## src/hdl/rbsq_pkg.sv

```systemverilog
// Shared types, constants and the rotary code decoder for the scan qualifier.
`default_nettype none
package rbsq_pkg;

    localparam int NUM_ROTARY  = 4;
    localparam int BTN_W       = 8;
    localparam int CODE_W      = 4;
    localparam int POS_W       = 4;
    localparam int THR_W       = 16;

    localparam int S_DATA_W    = 24;
    localparam int M_FIELDS_W  = NUM_ROTARY * POS_W + NUM_ROTARY + 1 + 2 * BTN_W;
    localparam int M_DATA_W    = ((M_FIELDS_W + 7) / 8) * 8;

    localparam logic signed [POS_W-1:0] POS_NULL    = 4'sd4;
    localparam logic signed [POS_W-1:0] POS_INVALID = -4'sd1;
    localparam logic [THR_W-1:0]        THR_RESET   = 16'd10;

    typedef logic signed [POS_W-1:0] position_t;

    typedef struct packed {
        position_t position;
        logic      changed;
    } lane_result_t;

    // No bit set: null; one bit i: position 3-i; anything else is invalid.
    function automatic position_t decode_code(input logic [CODE_W-1:0] code);
        position_t pos;
        case (code)
            4'b0000: pos = POS_NULL;
            4'b0001: pos = 4'sd3;
            4'b0010: pos = 4'sd2;
            4'b0100: pos = 4'sd1;
            4'b1000: pos = 4'sd0;
            default: pos = POS_INVALID;
        endcase
        return pos;
    endfunction

endpackage
`default_nettype wire

```

## src/hdl/rbsq_lane.sv

```systemverilog
// One rotary lane: decode, change compare and null hold counter.
`default_nettype none
module rbsq_lane (
    input  wire logic                          aclk,
    input  wire logic                          aresetn,
    input  wire logic                          advance,
    input  wire logic [rbsq_pkg::CODE_W-1:0]   code,
    input  wire logic [rbsq_pkg::THR_W-1:0]    threshold,
    output rbsq_pkg::lane_result_t             result
);
    import rbsq_pkg::*;

    position_t          prev_reg, prev_next;
    position_t          rep_reg, rep_next;
    logic [THR_W-1:0]   cnt_reg, cnt_next;
    position_t          dec;
    logic               ch;
    logic               flag;

    always_comb begin
        dec       = decode_code(code);
        ch        = (dec != prev_reg);
        prev_next = dec;
        rep_next  = rep_reg;
        cnt_next  = cnt_reg;
        flag      = 1'b0;
        if (dec == POS_NULL) begin
            if (ch) begin
                cnt_next = THR_W'(1);
            end else if (cnt_reg > threshold) begin
                rep_next = POS_NULL;
                flag     = 1'b1;
                cnt_next = '0;
            end else if (cnt_reg != '0) begin
                cnt_next = cnt_reg + THR_W'(1);
            end else begin
                rep_next = POS_NULL;
            end
        end else begin
            rep_next = dec;
            flag     = ch;
        end
    end

    always_ff @(posedge aclk) begin
        if (!aresetn) begin
            prev_reg <= '0;
            rep_reg  <= '0;
            cnt_reg  <= '0;
        end else if (advance) begin
            prev_reg <= prev_next;
            rep_reg  <= rep_next;
            cnt_reg  <= cnt_next;
        end
    end

    assign result.position = rep_next;
    assign result.changed  = flag;

    // a fresh null reading starts the hold count at one
    a_null_start: assert property (@(posedge aclk) disable iff (!aresetn)
        (advance && dec == POS_NULL && ch) |=> (cnt_reg == THR_W'(1)))
        else $error("hold counter not started on new null");

    // a flag on a null reading releases the counter
    a_null_release: assert property (@(posedge aclk) disable iff (!aresetn)
        (advance && flag && dec == POS_NULL) |=> (cnt_reg == '0 && rep_reg == POS_NULL))
        else $error("null release did not clear counter");

    // a held-back null never shows as changed
    a_hold_no_flag: assert property (@(posedge aclk) disable iff (!aresetn)
        (dec == POS_NULL && rep_next != POS_NULL) |-> !flag)
        else $error("flag raised while null held");

endmodule
`default_nettype wire

```

## src/hdl/rbsq_merge.sv

```systemverilog
// Merge stage: gathers lane results and button changes into the output register.
`default_nettype none
module rbsq_merge (
    input  wire logic                                          aclk,
    input  wire logic                                          aresetn,
    input  wire logic                                          s_tvalid,
    output wire logic                                          s_tready,
    input  wire logic [rbsq_pkg::BTN_W-1:0]                    button_bits,
    input  wire rbsq_pkg::lane_result_t [rbsq_pkg::NUM_ROTARY-1:0] lanes,
    output wire logic                                          m_tvalid,
    input  wire logic                                          m_tready,
    output wire logic [rbsq_pkg::M_DATA_W-1:0]                 m_tdata
);
    import rbsq_pkg::*;

    logic                       valid_reg;
    logic [M_DATA_W-1:0]        data_reg, data_next;
    logic [BTN_W-1:0]           btn_prev_reg;
    logic [NUM_ROTARY-1:0]      chg;
    logic                       accept;

    assign s_tready = !valid_reg || m_tready;
    assign accept   = s_tvalid && s_tready;

    always_comb begin
        data_next = '0;
        for (int r = 0; r < NUM_ROTARY; r++) begin
            data_next[r*POS_W +: POS_W] = lanes[r].position;
            chg[r]                      = lanes[r].changed;
        end
        data_next[NUM_ROTARY*POS_W +: NUM_ROTARY]               = chg;
        data_next[NUM_ROTARY*POS_W + NUM_ROTARY]                = |chg;
        data_next[NUM_ROTARY*POS_W + NUM_ROTARY + 1 +: BTN_W]   = button_bits;
        data_next[NUM_ROTARY*POS_W + NUM_ROTARY + 1 + BTN_W +: BTN_W] =
            button_bits ^ btn_prev_reg;
    end

    always_ff @(posedge aclk) begin
        if (!aresetn) begin
            valid_reg    <= 1'b0;
            btn_prev_reg <= '0;
        end else begin
            if (accept) begin
                valid_reg    <= 1'b1;
                btn_prev_reg <= button_bits;
            end else if (m_tready) begin
                valid_reg    <= 1'b0;
            end
        end
    end

    always_ff @(posedge aclk) begin
        if (accept) begin
            data_reg <= data_next;
        end
    end

    assign m_tvalid = valid_reg;
    assign m_tdata  = data_reg;

    a_any_flag: assert property (@(posedge aclk) disable iff (!aresetn)
        valid_reg |-> (data_reg[NUM_ROTARY*POS_W + NUM_ROTARY] ==
                       |data_reg[NUM_ROTARY*POS_W +: NUM_ROTARY]))
        else $error("summary change flag disagrees with lane flags");

    a_btn_prev: assert property (@(posedge aclk) disable iff (!aresetn)
        accept |=> (btn_prev_reg == $past(button_bits)))
        else $error("previous button levels not captured");

    a_accept_valid: assert property (@(posedge aclk) disable iff (!aresetn)
        accept |=> valid_reg)
        else $error("accepted item produced no result");

endmodule
`default_nettype wire

```

## src/hdl/rotary_and_button_scan_qualifier.sv

```systemverilog
// Top level: four rotary lanes, button change merge, output register, threshold register.
//
//  channel | dir | handshake              | payload
//  s_      | in  | s_tvalid / s_tready    | s_tdata[23:0]
//  m_      | out | m_tvalid / m_tready    | m_tdata[39:0]
//  cfg_    | in  | cfg_we                 | cfg_wdata[15:0] null hold threshold
//
//  One item per cycle while s_tready is high; its result appears in the output register the next cycle.
//  Decode, compare and hold counters are one lane per rotary, all in one stage.
//  Reset (aresetn low, synchronous) clears lane state, button history, and
//  sets the threshold to 10.
//  s_tready is high while the output register is empty or being drained.
`default_nettype none
module rotary_and_button_scan_qualifier (
    input  wire logic                              aclk,
    input  wire logic                              aresetn,
    input  wire logic                              s_tvalid,
    output wire logic                              s_tready,
    // button_bits[7:0], rotary_code_a[11:8], rotary_code_b[15:12],
    // rotary_code_c[19:16], rotary_code_d[23:20]
    input  wire logic [rbsq_pkg::S_DATA_W-1:0]     s_tdata,
    output wire logic                              m_tvalid,
    input  wire logic                              m_tready,
    // position_a[3:0], position_b[7:4], position_c[11:8], position_d[15:12],
    // rotary_change_bits[19:16], any_rotary_changed[20], button_levels[28:21],
    // button_change_bits[36:29], zero[39:37]
    output wire logic [rbsq_pkg::M_DATA_W-1:0]     m_tdata,
    input  wire logic                              cfg_we,
    input  wire logic [rbsq_pkg::THR_W-1:0]        cfg_wdata
);
    import rbsq_pkg::*;

    logic [THR_W-1:0]                   thr_reg;
    lane_result_t [NUM_ROTARY-1:0]      lane_res;
    logic                               ready;
    logic                               accept;

    always_ff @(posedge aclk) begin
        if (!aresetn) begin
            thr_reg <= THR_RESET;
        end else if (cfg_we) begin
            thr_reg <= cfg_wdata;
        end
    end

    assign accept = s_tvalid && ready;

    for (genvar r = 0; r < NUM_ROTARY; r++) begin : g_lane
        rbsq_lane u_lane (
            .aclk      (aclk),
            .aresetn   (aresetn),
            .advance   (accept),
            .code      (s_tdata[BTN_W + r*CODE_W +: CODE_W]),
            .threshold (thr_reg),
            .result    (lane_res[r])
        );
    end

    rbsq_merge u_merge (
        .aclk        (aclk),
        .aresetn     (aresetn),
        .s_tvalid    (s_tvalid),
        .s_tready    (ready),
        .button_bits (s_tdata[BTN_W-1:0]),
        .lanes       (lane_res),
        .m_tvalid    (m_tvalid),
        .m_tready    (m_tready),
        .m_tdata     (m_tdata)
    );

    assign s_tready = ready;

endmodule
`default_nettype wire

```

## config.mk

```make
export PLATFORM = sky130hd
export DESIGN_NAME = rotary_and_button_scan_qualifier
export DESIGN_NICKNAME = d
export VERILOG_FILES = /design/src/hdl/rbsq_pkg.sv /design/src/hdl/rbsq_lane.sv /design/src/hdl/rbsq_merge.sv /design/src/hdl/rotary_and_button_scan_qualifier.sv
export SDC_FILE = /design/constraint.sdc
export NUM_CORES = 1
export LEC_CHECK = 0
export BUFFER_PORTS_ARGS = -buffer_cell sky130_fd_sc_hd__buf_2
export CORE_MARGIN = 5
export CORE_UTILIZATION = 45
export DETAILED_ROUTE_END_ITERATION = 10
export SETUP_SLACK_MARGIN = 0.05
export SLEW_MARGIN = 20
export SYNTH_ARGS = -nofsm -noshare
export SYNTH_HDL_FRONTEND = slang
export SYNTH_SLANG_ARGS = --single-unit
```

## constraint.sdc

```tcl
create_clock -name aclk -period 5.65 [get_ports aclk]
set_input_delay 0.2825 -clock aclk [delete_from_list [all_inputs] [get_ports aclk]]
set_output_delay 0.2825 -clock aclk [all_outputs]
set_load 0.01 [all_outputs]
```

* Yosys cells after proc, flatten, opt, wreduce, memory -nomap -nowiden
Index checks and enable logic that the tools add are counted.
Cells by class: $add $sub $neg 4, order comparisons 4, eq/ne operators 24, multiplexer cells 46, bitwise logic cells 1, reductions and logical operators 21
Operators with widths (number):
- 16-bit 2-to-1 mux | 12
- 4-bit case mux with 5 select lines | 4
- 16-bit by 1-bit adder with 16-bit output, second input constant | 4
- 16-bit greater-than comparator | 4
- 4-bit 2-to-1 mux | 16
- 16-bit nonzero test | 4
- 4-bit == test, second input constant | 8
- 4-bit by 1-bit == test with 1-bit output, second input constant | 4
- 4-bit by 2-bit == test with 1-bit output, second input constant | 4
- 4-bit by 3-bit == test with 1-bit output, second input constant | 4
- 4-bit zero test | 4
- 4-bit inequality test | 4
- 1-bit 2-to-1 mux | 14
- 3-bit AND reduction | 4
- 3-bit nonzero test | 4
- 8-bit XOR | 1
- 4-bit OR reduction | 1
- 2-bit nonzero test | 1
- 1-bit logical AND | 1
- 1-bit zero test | 1
- 1-bit logical OR | 1
Storage, ports and cells: bits in registers 158, output and inout bits 42, word-level logic and storage cells 116

* Logic depth before layout (Yosys ltp)
word-level depth 6, depth in mapped cells 11, depth with buffers taken out 9

* By module
A second synthesis with hierarchy kept.
Second synthesis, totals: cells, all modules 1194, area, all modules 9909.5 um2
Modules (own cells, without submodules):
- rbsq_lane | times used 4, cells each 263, area each 1925.6 um2, seq. area each 480.5 um2
- rbsq_merge | times used 1, cells each 90, area each 1590.3 um2, seq. area each 1291.2 um2
- rotary_and_button_scan_qualifier | times used 1, cells each 52, area each 616.8 um2, seq. area each 320.3 um2

* Worst setup path before layout
No wires, ideal clock.
kind register to register, start reg u_merge.valid_reg (netlist: u_merge.m_tvalid), end reg u_merge.data_reg[0] (netlist: u_merge.m_tdata[0]), enable pin, library setup time 416 ps, arrival time 2294 ps, data required time 5234 ps, slack 2940 ps, cell stages (with the launch flop) 6, path buffers 2, path through dfxtp_1 > nand2b_1 > nand2_1 > inv_1 > clkbuf_1 > buf_1
On the way: word-level cells in the longest chain between the ends 3
RTL lines:
- start, declared | RTL line rbsq_merge.sv:16 | logic valid_reg;
- start signal, assigned | RTL line rbsq_merge.sv:40 | valid_reg <= 1'b0;
- start signal, assigned | RTL line rbsq_merge.sv:44 | valid_reg <= 1'b1;
- start signal, assigned | RTL line rbsq_merge.sv:47 | valid_reg <= 1'b0;
- 1-bit zero test | RTL line rbsq_merge.sv:22 | assign s_tready = !valid_reg || m_tready;
- 1-bit logical OR | RTL line rbsq_merge.sv:22
- named net s_tready | RTL line rotary_and_button_scan_qualifier.sv:18 | output wire logic s_tready,
- 1-bit logical AND
- named net accept | RTL line rotary_and_button_scan_qualifier.sv:36 | logic accept;
- end signal, assigned | RTL line rbsq_merge.sv:54 | data_reg <= data_next;
- end, declared | RTL line rbsq_merge.sv:17 | logic [M_DATA_W-1:0] data_reg, data_next;
The timed path passes the listed nets, and every way through them passes these cells. A chain may end at the register's enable or synchronous reset.

* Worst setup path after layout
start reg thr_reg[14], end reg g_lane[0].u_lane.cnt_reg[1]
On the way: word-level cells in the longest chain between the ends 3, elaborated cells between the ends (all ways) 5, those cells by class order compare (1); mux (2); reduce/logical (2)
RTL lines:
- start, declared | RTL line rotary_and_button_scan_qualifier.sv:33 | logic [THR_W-1:0] thr_reg;
- start signal, assigned | RTL line rotary_and_button_scan_qualifier.sv:42 | thr_reg <= cfg_wdata;
- 16-bit greater-than comparator (*) | RTL line rbsq_lane.sv:30 | end else if (cnt_reg > threshold) begin
- 3-bit nonzero test (no source line) / 16-bit 2-to-1 mux (equally long branches)
- 3-bit AND reduction (no source line) / 16-bit 2-to-1 mux (equally long branches)
- end signal, assigned | RTL line rbsq_lane.sv:53 | cnt_reg <= cnt_next;
- end, declared | RTL line rbsq_lane.sv:15 | logic [THR_W-1:0] cnt_reg, cnt_next;
Mark *: on every way between the ends. The rest lies on a longest branch, timed or not.

==> flow_metrics.tcl <==
set metrics [dict create \
    grt_pass1_wl_um 37400 \
    worstHoldStart "s_tdata[6]" \
    holdWs_ns 0.0563 \
    slowest_stage "or4_1" \
    timing.reg2reg.worst_path_depth 9 \
    synth_async_sr_flop_share 0 \
    coreArea_um2 20200 \
    diodes 0 \
    track_usage 0.194 \
    worst_pin_slew_ns 0.947 \
    cts_inserted_buffers 17 \
    maxSlewViolCount 0 \
    slew_headroom 0.367 \
    critPathTopFamily "simple AND/OR/NAND/NOR gates" \
    post_drt_wl_per_cell_um 16.5 \
    routed_wl_um 23000 \
    cp_cell_sequence "inv_1 -> ha_1 -> nand4_1 -> or4_1 -> a21o_1 -> a31oi_1 -> nand3b_1 -> nor2_1 -> a32o_1" \
    firstDrtPassIters 5 \
    cap_viol_max_count 0 \
    rsz0062_at_grt "no" \
    ctsHoldBuffers 0 \
    skew_ns 0.0102 \
    period_minus_slack_ns 3.42 \
    powerDensity_nw_per_um2 261 \
    crit_path_max_incr_delay_ns 0.57 \
    dp_hpwl_um 16500 \
    min-delay-path-class "input pin to flip-flop" \
    fin_setup_tns_ns 0 \
    ctsLongestPathBuffers 2 \
    die_y_um 153 \
    synthToLayoutAreaGrowth_pct 12.5 \
    post_cts_buffers 0 \
    irDropWorstVdd_v 0.000206 \
    netlist_area_um2 9210 \
    ys_seq_elements 158 \
    critPathKind "flip-flop to flip-flop" \
    p_leak_nw 4.15 \
    fmax_mhz 293 \
    r2r_setup_slack_ns 2.23 \
    port_buffers 83 \
    ant_nets 0 \
    drc 0 \
    r2r_start "thr_reg[14]" \
    initial_core_util 0.457 \
    setup.worst_path.start_class "flip-flop" \
    clk_latency_ns 0.44 \
    end_kind "flip-flop" \
    drtIter0Drc 404 \
    timing.rr.end "g_lane[0].u_lane.cnt_reg[1]" \
    period_share 0.605 \
    cts.htree.levels 4 \
    largest_reg_flops 64 \
    cts_tree "yes" \
    gr-total-overflow 0 \
    rows 52 \
    avgSynthCellArea_um2 8.71 \
    hold_viol 0 \
    grt_max_degree 60 \
    grt_pass1_vias 7279 \
    yosys_warnings 0 \
    hold_path_end "u_merge.m_tdata[27]" \
    dr_total_vias 7975 \
    via_per_inst 5.70 \
    drive_gt1_frac 0.127 \
    crit_buf_inv 1 \
    cts_resized 0 \
    status "finished clean" \
    cts_root_buf "clkbuf_16" \
    synthDistinctLibCells 79 \
    worstPathRequired_ns 5.98 \
    antenna_found_initial 1 \
    nets 1234 \
    netlist_instances 1057 \
    die_width_um 153 \
    setup_viol 0 \
    clk_pin_slew_worst_paths_ns 0.07 \
    clock_sinks 158 \
    cp_max_fo 15 \
    finalWeightedCongestion 0.816 \
    die_area_um2 23400 \
    p_total_mw 2.70 \
    hold_path_depth 1 \
    synth-edff-count 37 \
    crit_arrival_ns 3.75 \
    ios 87 \
    synth-seq-area-share 0.384 \
    synth_ff_type "dfxtp_1" \
]
## cells by family after synthesis
logic type | count (synthesis) | synth area share
AND/OR/NAND/NOR | 425 | 0.243
flip-flops | 158 | 0.384
XOR/XNOR | 8 | 0.00761
buffers and inverters | 88 | 0.0425
adder cells (fa/ha/maj) | 73 | 0.0989
multiplexers | 14 | 0.0152
AO/OA/AOI/OAI | 290 | 0.208
other | 1 | 0.000407
## cell type report
cell class	instances	area, um2
Fill cell	1920	9810
Multi-Input combinational cell	813	5290
Sequential cell	158	3530
Timing Repair Buffer	88	453
Clock buffer	17	425
Tap cell	270	338
Clock inverter	15	173
Inverter	39	146
## per-stage QoR
step	setup slack [ns]	std cells	util	instance area, um2
2_1_floorplan	2.94	1059	-	9220
3_3_place_gp	2.31	1368	0.484	9760
3_5_place_dp	2.26	1368	0.484	9760
4_1_cts	2.24	1400	0.514	10400
5_1_grt	1.99	1400	0.514	10400
6_report	2.23	1400	0.514	10400
## routing by layer
layer | vias up | part of all wire | track usage | routed length, um
li1 | 4066 | - | - | -
met1 | 3689 | 0.49 | 0.269 | 11200
met2 | 186 | 0.44 | 0.303 | 10200
met3 | 32 | 0.053 | 0.0458 | 1220
met4 | 2 | 0.017 | 0.0513 | 383
met5 | - | 0.00030 | 0 | 7
## cell usage after synthesis (3+ instances only)
library cell,n,area share
a221oi_1,5,0.0048
nand3_1,36,0.020
nor3b_1,4,0.0033
xor2_1,8,0.0076
buf_4,8,0.0065
and3_1,32,0.022
a32o_1,3,0.0033
a21boi_0,3,0.0024
a21o_1,7,0.0057
o21bai_1,3,0.0024
and2_1,6,0.0041
buf_2,7,0.0038
nand4_1,22,0.015
a211o_1,5,0.0048
or4_1,4,0.0033
a211oi_1,6,0.0049
ha_1,72,0.098
nor2b_1,24,0.016
nor3_1,37,0.020
nor2_1,88,0.036
nor4_1,23,0.016
o22ai_1,6,0.0041
mux2i_1,14,0.015
o21a_1,8,0.0065
a21oi_1,70,0.038
clkbuf_1,23,0.0094
buf_1,8,0.0033
or3_1,3,0.0020
o21ai_0,64,0.035
inv_1,39,0.016
a22o_1,33,0.031
nor4b_1,8,0.0076
a31oi_1,8,0.0054
nand4b_1,5,0.0048
dfxtp_1,121,0.26
o21ai_1,22,0.012
nand2b_1,8,0.0054
nand3b_1,7,0.0057
o31ai_1,6,0.0049
and4_1,6,0.0057
o211ai_1,9,0.0073
nand2_1,98,0.040
buf_6,3,0.0037
edfxtp_1,37,0.12
o2bb2ai_1,4,0.0038
## worst max path at each step
stage                startpoint                     endpoint  slack, ns  cells after the start
6_report            thr_reg[14]  g_lane[0].u_lane.cnt_reg[1]       2.23                      9
5_1_grt             thr_reg[11]  g_lane[0].u_lane.cnt_reg[1]       1.99                      9
4_1_cts             thr_reg[14]  g_lane[0].u_lane.cnt_reg[1]       2.24                      9
3_5_place_dp        thr_reg[14]  g_lane[0].u_lane.cnt_reg[1]       2.26                      9
3_3_place_gp        thr_reg[14]  g_lane[0].u_lane.cnt_reg[1]       2.31                      9
2_1_floorplan  u_merge.m_tvalid           u_merge.m_tdata[0]       2.94                      5
## cells in the final DEF (no fill, tap or decap), types with 22 or more instances in the layout
| cell type | instances |
|---|---|
| nor4_1 | 23 |
| a21oi_1 | 70 |
| dfxtp_1 | 121 |
| inv_1 | 37 |
| edfxtp_1 | 37 |
| o21ai_0 | 64 |
| nand4_1 | 22 |
| nor3_1 | 37 |
| nor2b_1 | 24 |
| o21ai_1 | 22 |
| nand2_1 | 98 |
| nand3_1 | 36 |
| a22o_1 | 33 |
| ha_1 | 72 |
| and3_1 | 32 |
| nor2_1 | 88 |
| buf_2 | 83 |
## power by group
part / leakage (nW) / internal [mW] / switching (mW) / total (mW)
Combinational: 2.54 / 0.108 / 0.185 / 0.293
Sequential: 1.33 / 1.21 / 0.0282 / 1.24
Clock: 0.286 / 0.631 / 0.537 / 1.17
Total: 4.15 / 1.95 / 0.750 / 2.70
Power figures use the tool's default switching activity.
